`src/sv/ofp_pkg.sv`:
```
// Shared types and constants of the oil paint filter.
`default_nettype none

package ofp_pkg;

   // Job fields are sized for the largest line store the parameters allow
   localparam int SLOT_W = 5;
   localparam int COL_W  = 13;

   // Luminance weights, result taken from bit LUMA_SHIFT upward
   localparam logic [11:0] LUMA_R     = 12'd871;
   localparam logic [11:0] LUMA_G     = 12'd2929;
   localparam logic [11:0] LUMA_B     = 12'd295;
   localparam int          LUMA_SHIFT = 12;

   localparam int CSR_ADDR_W = 4;

   typedef enum logic [1:0] {
      CSR_RADIUS = 2'd0,
      CSR_WIDTH  = 2'd1,
      CSR_HEIGHT = 2'd2
   } csr_index_type;

   // One output pixel to produce: centre row slot, window column, border and last flags
   typedef struct packed {
      logic [SLOT_W-1:0] slot;
      logic [COL_W-1:0]  col;
      logic              border;
      logic              last;
   } job_type;

endpackage

`default_nettype wire

```
`src/sv/ofp_jobq.sv`:
```
// Two-entry job queue between the front and the back of the filter.
`default_nettype none

module ofp_jobq import ofp_pkg::*; (
   input  wire logic    clock,
   input  wire logic    reset,
   input  wire logic    push,
   input  wire job_type push_job,
   output logic         full,
   input  wire logic    pop,
   output logic         empty,
   output job_type      head
);

   job_type    entry_ff [2];
   logic       wptr_ff;
   logic       rptr_ff;
   logic [1:0] count_ff;
   logic       do_push;
   logic       do_pop;

   assign full    = (count_ff == 2'd2);
   assign empty   = (count_ff == 2'd0);
   assign head    = entry_ff[rptr_ff];
   assign do_push = push && !full;
   assign do_pop  = pop && !empty;

   // Store jobs
   always_ff @(posedge clock) begin
      if (do_push) begin
         entry_ff[wptr_ff] <= push_job;
      end
   end

   // Advance pointers and occupancy
   always_ff @(posedge clock) begin
      if (reset) begin
         wptr_ff  <= 1'b0;
         rptr_ff  <= 1'b0;
         count_ff <= 2'd0;
      end else begin
         if (do_push) begin
            wptr_ff <= !wptr_ff;
         end
         if (do_pop) begin
            rptr_ff <= !rptr_ff;
         end
         case ({do_push, do_pop})
            2'b10:   count_ff <= count_ff + 2'd1;
            2'b01:   count_ff <= count_ff - 2'd1;
            default: count_ff <= count_ff;
         endcase
      end
   end

endmodule

`default_nettype wire

```
`config.mk`:
```
export PLATFORM = sky130hd
export DESIGN_NAME = ofp_jobq
export DESIGN_NICKNAME = d
export VERILOG_FILES = /design/src/sv/ofp_pkg.sv /design/src/sv/ofp_jobq.sv
export SDC_FILE = /design/constraint.sdc
export NUM_CORES = 1
export LEC_CHECK = 0
export BUFFER_PORTS_ARGS = -buffer_cell sky130_fd_sc_hd__buf_2
export CAP_MARGIN = 20
export CELL_PAD_IN_SITES_DETAIL_PLACEMENT = 0
export CELL_PAD_IN_SITES_GLOBAL_PLACEMENT = 1
export CORE_ASPECT_RATIO = 0.9
export CORE_MARGIN = 2
export CORE_UTILIZATION = 42
export CTS_CLUSTER_SIZE = 24
export DETAILED_ROUTE_END_ITERATION = 10
export PLACE_DENSITY_LB_ADDON = 0.1
export RECOVER_POWER = 25
export SKIP_LAST_GASP = 1
export SYNTH_ARGS = -nofsm -noshare
export SYNTH_HDL_FRONTEND = slang
export SYNTH_SLANG_ARGS = --single-unit
```
`constraint.sdc`:
```
create_clock -name clock -period 2.4 [get_ports clock]
set_input_delay 0.12 -clock clock [delete_from_list [all_inputs] [get_ports clock]]
set_output_delay 0.12 -clock clock [all_outputs]
set_load 0.03 [all_outputs]
```
==> impl_metrics.ini <==
[pwr]
power.switching_mw = 0.807
cell_internal_pwr_mw = 1.51
clkPwrFrac = 0.190
seqPwrFrac = 0.450
vdd_drop_max_uv = 616
p_leak_nw = 0.812
p_per_area_nw_per_um2 = 1080
switching_share = 0.349
combPwrFrac = 0.360

[synthesis]
syn-num-nets = 113
synth_area_leaders = edfxtp_1, mux2_2, dfxtp_1, xnor2_1, nor2_1
synth_edf_count = 40
async_flop_share = 0
ys_types = 17
yosysWarnings = 0
synthesis.area_um2 = 1660
syn_inst = 88
synth_top_area_share = 0.723
synthTopCellsByCount = edfxtp_1, mux2_2, dfxtp_1, nor2_1
synth_seq_area_share = 0.784
synth_top_cell_by_area = edfxtp_1
ys_seq_elements = 45
syn_area_per_cell_um2 = 18.9
synth.most_common_cell = edfxtp_1
ys.flop_type = edfxtp_1

[setup_path]
r2r_end = entry_ff[0][3]$_DFFE_PP_
reg2reg_depth = 5
endpoint = entry_ff[0][3]$_DFFE_PP_
critPathRequiredTime_ns = 2.38
crit_arrival_ns = 1.61
r2r-start = count_ff[0]$_SDFFE_PP0P_
worst_setup_path_end_kind = flip-flop
cp-startpoint = count_ff[0]$_SDFFE_PP0P_
cp_max_fo = 20
r2r_setup_slack_ns = 0.77
worstSetupPathType = reg -> reg
crit_path_start_kind = flip-flop

[cells_and_area]
antenna_cells = 0
fin_nets = 178
area_delta_synth_final_pct = 29.5
stdcell_count = 200
drive_above_1_share = 0.442

[sta]
tns_ns = 0
holdWs_ns = 0.0190
max_freq_mhz = 613
finalCritPeriodShare = 0.679
setup_viol = 0
tightest_slew_ns = 0.273
finalClockSkew_ns = 0.00313
rsz0062_at_grt = no
post-route-min-period_ns = 1.63
maxSlewViolCount = 0
max_slew_margin = 0.818
hold_viol_final = 0

[cts]
htreeDepth = 2
cts_sinks = 45
numCtsBuffers = 5
tritoncts = built
cts.clk_slew.worst_paths_ns = 0.08
cts_root_buf = clkbuf_8
post_cts_buffers = 0
clk_latency_ns = 0.30
clk_path_buf_depth = 2

[die]
die_x_um = 70.3
start_util = 0.442
core_um2 = 3760
rows = 21
die_h_um = 63.7
pin_count = 46
die_area_um2 = 4470

[placed_design]
gp_congestion = 0.652
dp.cells = 180
place_hpwl_um = 1760
portBuffers = 45

[global_routing]
antenna_found_initial = 0
grt_max_degree = 21
grt-ovfl-total = 0
grt_use_total = 0.131
grt_pass1_vias = 898
grt_first_pass_wirelength_um = 4200

[routing]
drt-wirelength-per-cell_um = 13.4
firstDrtPassIters = 2
vias = 934
wl_um = 2690
drtAntennaViolNets = 0
drc = 0
drt_iter0_markers = 75
vias_per_cell = 4.67

[outcome]
outcome = finished, final reports clean

[run]
maxCapViolCount = 0

[worst_hold_path]
hold_path_class = in -> reg
==> power groups by stage <==
stage / Clock, mW / Sequential [mW] / Combinational (mW)
finish: 0.440 / 1.04 / 0.834
global route: 0.499 / 1.05 / 0.893
CTS: 0.461 / 1.04 / 0.845
detailed placement: 0 / 1.06 / 0.831
global placement: 0 / 1.05 / 0.824
floorplan: 0 / 1.05 / 0.623
==> critical path, stage by stage (launching register included) <==
cell      delay (ns)
dfxtp_1         0.43
nand2b_2        0.19
inv_2           0.04
or3_1           0.33
inv_1           0.06
buf_4           0.26
==> sequential cells by signal, summed over array words and instances (netlist names), named ones only <==
register	cells
entry_ff	40
count_ff	2
rptr_ff	1
wptr_ff	1
==> cell usage in the layout (no fill, tap or decap), drive strengths merged <==
master,instances
dlygate4sd3,12
o21ai,2
edfxtp,40
clkbuf,15
o21a,1
inv,3
mux2,20
buf,38
nor2,4
a21oi,2
clkinv,2
nand2,1
clkinvlp,1
xor2,1
dfxtp,5
nand2b,1
or3,2
and3,1
xnor2,2
ha,1
==> through the flow <==
stage	power (mW)	setup slack, ns	util	cell area [µm²]
after CTS	2.35	0.760	0.562	2110
after global routing	2.45	0.682	0.572	2150
after detailed placement	1.89	0.770	0.520	1960
final	2.31	0.769	0.572	2150
after floorplan	1.67	0.652	-	1660
after global placement	1.88	0.826	0.520	1960
==> how the worst min path moves through the flow <==
stage | from | endpoint | depth (start not counted) | slack (ns)
floorplan | reset | count_ff[1]$_SDFFE_PP0P_ | 1 | 0.19
global placement | push_job[8] | entry_ff[1][8]$_DFFE_PP_ | 1 | 0.31
detailed placement | push_job[0] | entry_ff[1][0]$_DFFE_PP_ | 1 | 0.31
CTS | push_job[13] | entry_ff[1][13]$_DFFE_PP_ | 1 | 0.0003
global route | push_job[15] | entry_ff[0][15]$_DFFE_PP_ | 1 | 0.0002
finish | push_job[15] | entry_ff[1][15]$_DFFE_PP_ | 1 | 0.02
==> layer usage <==
| metal | global-route usage | vias to the layer above | routed length, µm | part of all wire |
|---|---|---|---|---|
| met1 | 0.139 | 441 | 1030 | 0.38 |
| met3 | 0.0560 | 8 | 150 | 0.056 |
| met5 | 0 | - | 0 | 0 |
| li1 | - | 460 | - | - |
| met2 | 0.218 | 25 | 1440 | 0.54 |
| met4 | 0.0721 | 0 | 67 | 0.025 |
==> layout make-up <==
cell class,instances,area [µm²]
sequential,45,1300
clock buffer,5,68.8
tap,46,57.6
fill,326,1610
clock inverter,3,17.5
inverter,3,11.3
multi-input combinational,38,338
timing repair buffer,60,355
==> logic make-up (layout without fill, tap and decap cells) <==
kind of cell | after synthesis | count (layout) | share of synthesized area
flip-flops | 45 | 45 | 0.784
multiplexers | 20 | 20 | 0.136
AND/OR/NAND/NOR | 9 | 9 | 0.0279
AO/OA/AOI/OAI | 5 | 5 | 0.0166
buffers and inverters | 5 | 71 | 0.0128
XOR/XNOR | 3 | 3 | 0.0158
adder cells (fa/ha/maj) | 1 | 1 | 0.00753
==> what timing repair did <==
item / CTS / global route
hold buffers: 7 / 5
resized for setup: 0 / 0
endpoints found under the hold margin: 13 / 10
No activity file was read; power rests on OpenSTA's default activity.
