### src/sv/ofp_pkg.sv
// Shared types and constants of the oil paint filter.
`default_nettype none

package ofp_pkg;

   // Job fields are sized for the largest line store the parameters allow
   localparam int SLOT_W = 5;
   localparam int COL_W  = 13;

   // Luminance weights, result taken from bit LUMA_SHIFT upward
   localparam logic [11:0] LUMA_R     = 12'd871;
   localparam logic [11:0] LUMA_G     = 12'd2929;
   localparam logic [11:0] LUMA_B     = 12'd295;
   localparam int          LUMA_SHIFT = 12;

   localparam int CSR_ADDR_W = 4;

   typedef enum logic [1:0] {
      CSR_RADIUS = 2'd0,
      CSR_WIDTH  = 2'd1,
      CSR_HEIGHT = 2'd2
   } csr_index_type;

   // One output pixel to produce: centre row slot, window column, border and last flags
   typedef struct packed {
      logic [SLOT_W-1:0] slot;
      logic [COL_W-1:0]  col;
      logic              border;
      logic              last;
   } job_type;

endpackage

`default_nettype wire

### src/sv/ofp_front.sv
// Front of the filter: takes transactions, fills the line store, issues jobs.
`default_nettype none

module ofp_front import ofp_pkg::*; #(
   parameter int MAX_WIDTH = 2048,
   parameter int MAX_RADIUS = 10,
   localparam int STORE_ROWS = 2 * MAX_RADIUS + 1,
   localparam int WW = $clog2(MAX_WIDTH + 1),
   localparam int AW = $clog2(STORE_ROWS * MAX_WIDTH)
) (
   input  wire logic          clock,
   input  wire logic          reset,
   input  wire logic          push,
   output logic               full,
   input  wire logic          kind,
   input  wire logic [7:0]    red,
   input  wire logic [7:0]    green,
   input  wire logic [7:0]    blue,
   input  wire logic [3:0]    radius,
   input  wire logic [WW-1:0] width,
   input  wire logic [15:0]   height,
   input  wire logic          cfg_clear,
   input  wire logic          back_busy,
   input  wire logic          q_full,
   output logic               ls_we,
   output logic      [AW-1:0] ls_waddr,
   output logic      [23:0]   ls_wdata,
   output logic               job_push,
   output job_type            job
);

   localparam int SW = $clog2(STORE_ROWS);
   localparam int CW = $clog2(MAX_WIDTH);
   localparam int CX = WW + 1;
   localparam logic [SW-1:0] LAST_SLOT  = SW'(STORE_ROWS - 1);
   localparam logic [AW-1:0] ROW_STRIDE = AW'(MAX_WIDTH);

   logic [CW-1:0] in_col_ff,  in_col_in;
   logic [15:0]   in_row_ff,  in_row_in;
   logic [SW-1:0] in_slot_ff, in_slot_in;
   logic [CW-1:0] out_col_ff,  out_col_in;
   logic [15:0]   out_row_ff,  out_row_in;
   logic [SW-1:0] out_slot_ff, out_slot_in;

   logic          rows_in;
   logic          accept;
   logic          is_write;
   logic          emits;
   logic [CX-1:0] in_col_next;
   logic [CX-1:0] out_col_next;
   logic          in_wrap;
   logic          out_wrap;
   logic          last;
   logic          border;

   // Classify the transaction
   assign rows_in  = in_row_ff < height;
   // A new input row may overwrite a slot that a pending window still reads
   assign full     = q_full || (rows_in && (in_col_ff == '0) && back_busy);
   assign accept   = push && !full;
   assign is_write = accept && rows_in && !kind;
   assign emits    = !rows_in || (!kind && (in_row_ff >= 16'(radius)));
   assign job_push = accept && emits;

   // Line store write
   assign ls_we    = is_write;
   assign ls_waddr = AW'(in_slot_ff) * ROW_STRIDE + AW'(in_col_ff);
   assign ls_wdata = {red, green, blue};

   // Position bookkeeping
   assign in_col_next  = CX'(in_col_ff) + CX'(1);
   assign out_col_next = CX'(out_col_ff) + CX'(1);
   assign in_wrap      = in_col_next >= CX'(width);
   assign out_wrap     = out_col_next >= CX'(width);
   assign last         = ((17'(out_row_ff) + 17'd1) >= 17'(height)) && out_wrap;
   assign border       = (CX'(out_col_ff) < CX'(radius))
                      || ((CX'(out_col_ff) + CX'(radius)) >= CX'(width))
                      || (out_row_ff < 16'(radius))
                      || ((17'(out_row_ff) + 17'(radius)) >= 17'(height));

   assign job.slot   = SLOT_W'(out_slot_ff);
   assign job.col    = COL_W'(out_col_ff);
   assign job.border = border;
   assign job.last   = last;

   // Next counter values
   always_comb begin
      in_col_in   = in_col_ff;
      in_row_in   = in_row_ff;
      in_slot_in  = in_slot_ff;
      out_col_in  = out_col_ff;
      out_row_in  = out_row_ff;
      out_slot_in = out_slot_ff;
      if (is_write) begin
         if (in_wrap) begin
            in_col_in  = '0;
            in_row_in  = in_row_ff + 16'd1;
            in_slot_in = (in_slot_ff == LAST_SLOT) ? '0 : in_slot_ff + SW'(1);
         end else begin
            in_col_in = CW'(in_col_next);
         end
      end
      if (job_push) begin
         if (out_wrap) begin
            out_col_in  = '0;
            out_row_in  = out_row_ff + 16'd1;
            out_slot_in = (out_slot_ff == LAST_SLOT) ? '0 : out_slot_ff + SW'(1);
         end else begin
            out_col_in = CW'(out_col_next);
         end
      end
      // End of frame or a register write starts over
      if (cfg_clear || (job_push && last)) begin
         in_col_in   = '0;
         in_row_in   = '0;
         in_slot_in  = '0;
         out_col_in  = '0;
         out_row_in  = '0;
         out_slot_in = '0;
      end
   end

   always_ff @(posedge clock) begin
      if (reset) begin
         in_col_ff   <= '0;
         in_row_ff   <= '0;
         in_slot_ff  <= '0;
         out_col_ff  <= '0;
         out_row_ff  <= '0;
         out_slot_ff <= '0;
      end else begin
         in_col_ff   <= in_col_in;
         in_row_ff   <= in_row_in;
         in_slot_ff  <= in_slot_in;
         out_col_ff  <= out_col_in;
         out_row_ff  <= out_row_in;
         out_slot_ff <= out_slot_in;
      end
   end

endmodule

`default_nettype wire

### config.mk
export PLATFORM = sky130hd
export DESIGN_NAME = ofp_front
export DESIGN_NICKNAME = d
export VERILOG_FILES = /design/src/sv/ofp_pkg.sv /design/src/sv/ofp_front.sv
export SDC_FILE = /design/constraint.sdc
export NUM_CORES = 1
export LEC_CHECK = 0
export CAP_MARGIN = 30
export CORE_MARGIN = 10
export CORE_UTILIZATION = 60
export DETAILED_ROUTE_END_ITERATION = 10
export DONT_BUFFER_PORTS = 1
export MAX_ROUTING_LAYER = met4
export PLACE_DENSITY = 0.86
export SETUP_SLACK_MARGIN = 0.4
export SLEW_MARGIN = 20
export SYNTH_ARGS = -nofsm -noshare
export SYNTH_HDL_FRONTEND = slang
export SYNTH_SLANG_ARGS = --single-unit
export TNS_END_PERCENT = 100
### constraint.sdc
create_clock -name clock -period 6.2 [get_ports clock]
set_input_delay 1.24 -clock clock [delete_from_list [all_inputs] [get_ports clock]]
set_output_delay 1.24 -clock clock [all_outputs]
set_load 0.1 [all_outputs]
==> impl_metrics.env <==
export IMPL_status="finished clean"
export IMPL_path_class="input port to primary output"
export IMPL_ys_seq_elements=64
export IMPL_setup_tns_ns=0
export IMPL_synthTopCellsByArea="ha_1, dfxtp_1, xor2_1, nor2_1, a21oi_1"
export IMPL_synth_enable_flop_cells=0
export IMPL_rsz0062_at_grt="no"
export IMPL_cp_top_family="simple AND/OR/NAND/NOR gates"
export IMPL_dr_pass1_iters=5
export IMPL_die_w_microns=123
export IMPL_critical_path_max_stage_delay_ns=0.46
export IMPL_fp_row_count=37
export IMPL_via_count=5888
export IMPL_routed_wl_microns=17000
export IMPL_place_gp_congestion=1.00
export IMPL_synthCells=819
export IMPL_core_area_sq_mm=0.0103
export IMPL_hold_viol=0
export IMPL_yosysSeqAreaShare=0.201
export IMPL_drtIter0Drc=425
export IMPL_grt_pass1_vias=5599
export IMPL_grt_use_met2=0.359
export IMPL_multiInputGateArea_sq_mm=0.00459
export IMPL_grt_pass1_wl_microns=27100
export IMPL_timing_critical_path_mode_cell="nor2_1"
export IMPL_wl_per_cell_microns=17.6
export IMPL_synth_most_common_cell="ha_1"
export IMPL_n_fill_cell=793
export IMPL_post_cts_setup_buffers=0
export IMPL_htreeDepth=3
export IMPL_r2r_slack_ns=1.88
export IMPL_drc_errors=0
export IMPL_crit_fanout=5
export IMPL_fin_hold_ws_ns=0.533
export IMPL_reg2reg_depth=14
export IMPL_yosysUniqueCellTypes=54
export IMPL_use_met1=0.264
export IMPL_worstMarginPinSlew_ns=1.02
export IMPL_fmax_mhz=177
export IMPL_start_util=0.618
export IMPL_synth_area_per_cell_sq_um=7.79
export IMPL_fin_crit_ns=5.64
export IMPL_path_cells="ha_1 -> inv_1 -> fa_1 -> nor2_1 -> nor2_1 -> nor2_1 -> nor2_1 -> or2_2 -> nor2_1 -> xor2_1 -> ha_1 -> a21o_1 -> a211o_1 -> a21oi_1 -> nand4_1 -> or4_4 -> buf_8"
export IMPL_cts_buffers_inserted=9
export IMPL_rr_endpoint="in_col_ff[7]"
export IMPL_detail_route_antenna_nets=0
export IMPL_antenna_found_initial=1
export IMPL_slew_viol_final=0
export IMPL_ir_drop_v=0.0000742
export IMPL_crit_required_ns=4.96
export IMPL_cp_buffers_inverters=2
export IMPL_hold_path_class="register to register"
export IMPL_yosys_warnings=0
export IMPL_synth_top_cell_area_share=0.220
export IMPL_cts_tree="done"
export IMPL_grt_max_degree=54
export IMPL_dpl_hpwl_microns=13000
export IMPL_synth_main_ff_cell="dfxtp_1"
export IMPL_io_pins=126
export IMPL_holdPathStages=2
export IMPL_final_setup_viol_count=0
export IMPL_total_power_mw=0.821
export IMPL_skew_ns=0.0151
export IMPL_relSlewSlack=0.321
export IMPL_worstSetupStartpointType="input port"
export IMPL_synthArstFlopShare=0
export IMPL_cts_root_buf="clkbuf_8"
export IMPL_critPathSlowestCell="or4_4"
export IMPL_grt_busiest_layer="met2"
export IMPL_area_growth_pct=11.4
export IMPL_drive_gt1_frac=0.0843
export IMPL_critPathCaptureType="primary output"
export IMPL_netlist_area_sq_mm=0.00638
export IMPL_period_share=0.910
export IMPL_die_area_sq_mm=0.0152
export IMPL_clk_pin_slew_ns=0.08
export IMPL_synth_area_leader_cell="ha_1"
export IMPL_grt_util_met3=0.0583
export IMPL_cts_sinks=64
export IMPL_power_density_mw_per_mm2=115
export IMPL_hold_end="in_row_ff[7]"
export IMPL_io_buffers=0
export IMPL_ctsHoldBuffers=0
export IMPL_p_leak_nw=3.33
export IMPL_insertion_delay_ns=0.36
export IMPL_regArea_sq_mm=0.00128
export IMPL_netlist_top_cells_count="ha_1, nor2_1, dfxtp_1"
export IMPL_cts_buffer_depth=2
export IMPL_routed_via_density=6.09
export IMPL_arrival_ns=4.40
export IMPL_grt_overflow_total=0
export IMPL_grt_usage=0.225
export IMPL_hp_start="in_row_ff[7]"
export IMPL_r2r_start="out_row_ff[0]"
export IMPL_drv_cap=0
export IMPL_final_nets=1003
export IMPL_chipHeight_microns=123
[report_power, final]
part	internal [mW]	total [mW]	switching (mW)
clock	0.143	0.318	0.176
combinational	0.0304	0.0918	0.0614
sequential	0.411	0.411	0.0000881
[state kept, by name (all words and copies together), names as in the netlist]
signal / count
in_slot_ff: 5
out_col_ff: 11
in_col_ff: 11
in_row_ff: 16
out_row_ff: 16
out_slot_ff: 5
[what timing repair did]
item	in CTS	in global routing
endpoints found under the setup margin	0	1
hold endpoints to repair	0	0
resized for setup	0	3
[stage by stage]
step / std cells / cell area [sq um] / util / setup WS [ns]
2_1_floorplan: 820 / 6380 / - / 0.797
3_3_place_gp: 921 / 6430 / 0.623 / 0.600
3_5_place_dp: 946 / 6860 / 0.665 / 0.524
4_1_cts: 961 / 7030 / 0.681 / 0.525
5_1_grt: 967 / 7110 / 0.689 / 0.396
6_report: 967 / 7110 / 0.689 / 0.558
[area by class of cell]
type	count	share of cell area
well taps	136	0.0239
inverters	52	0.0275
multi-input cells	646	0.646
clock inverters	5	0.00493
clock buffers	10	0.0180
repair buffers	53	0.0989
flip-flops and latches	64	0.180
diodes	1	0.000352
[cells by family after synthesis]
kind of cell             Yosys count  share of synthesized area
AO/OA/AOI/OAI                    150                      0.146
XOR/XNOR                          81                      0.111
adder cells (fa/ha/maj)          114                      0.226
buffers and inverters            110                     0.0833
flip-flops                        64                      0.201
multiplexers                       2                    0.00314
other                              1                   0.000588
AND/OR/NAND/NOR                  297                      0.229
[routing by layer]
metal	wire (microns)	vias to the layer above
li1	-	2827
met1	7050	2764
met2	8100	247
met3	1360	50
met4	503	0
met5	0	-
[cell usage in the layout, fill, tap and decap left out, drive strengths merged, types with 4 or more instances in the layout]
cell	n
ha	112
nor2	107
dfxtp	64
a21oi	60
inv	51
nand2	51
buf	51
xor2	49
o21ai	41
xnor2	32
nand3	24
nand4	20
nor3	19
and3	17
nand3b	13
clkbuf	12
o21a	10
a21o	9
nor2b	8
nor4	6
and2	6
or3	6
nor3b	5
clkinv	5
a211o	4
a31oi	4
o21bai	4
[worst register-to-register path, delay by kind of cell (launching register included)]
family | cells | cell delay [ns]
simple gates | 6 | 1.31
flops | 1 | 0.45
buf+inv | 1 | 0.34
fa+ha+maj | 2 | 0.52
compound gates | 4 | 1.40
xor+xnor | 1 | 0.22
[worst max path at each step]
stage                   start  endpoint  slack, ns  cells after the start
floorplan           radius[0]    job[1]       0.80                     17
global placement    radius[0]    job[1]       0.60                     17
detailed placement  radius[0]    job[1]       0.52                     17
CTS                 radius[0]    job[1]       0.52                     17
global route        radius[0]    job[1]       0.40                     18
finish              radius[0]    job[1]       0.56                     17
Note: power is estimated with default switching activity, not from simulation.
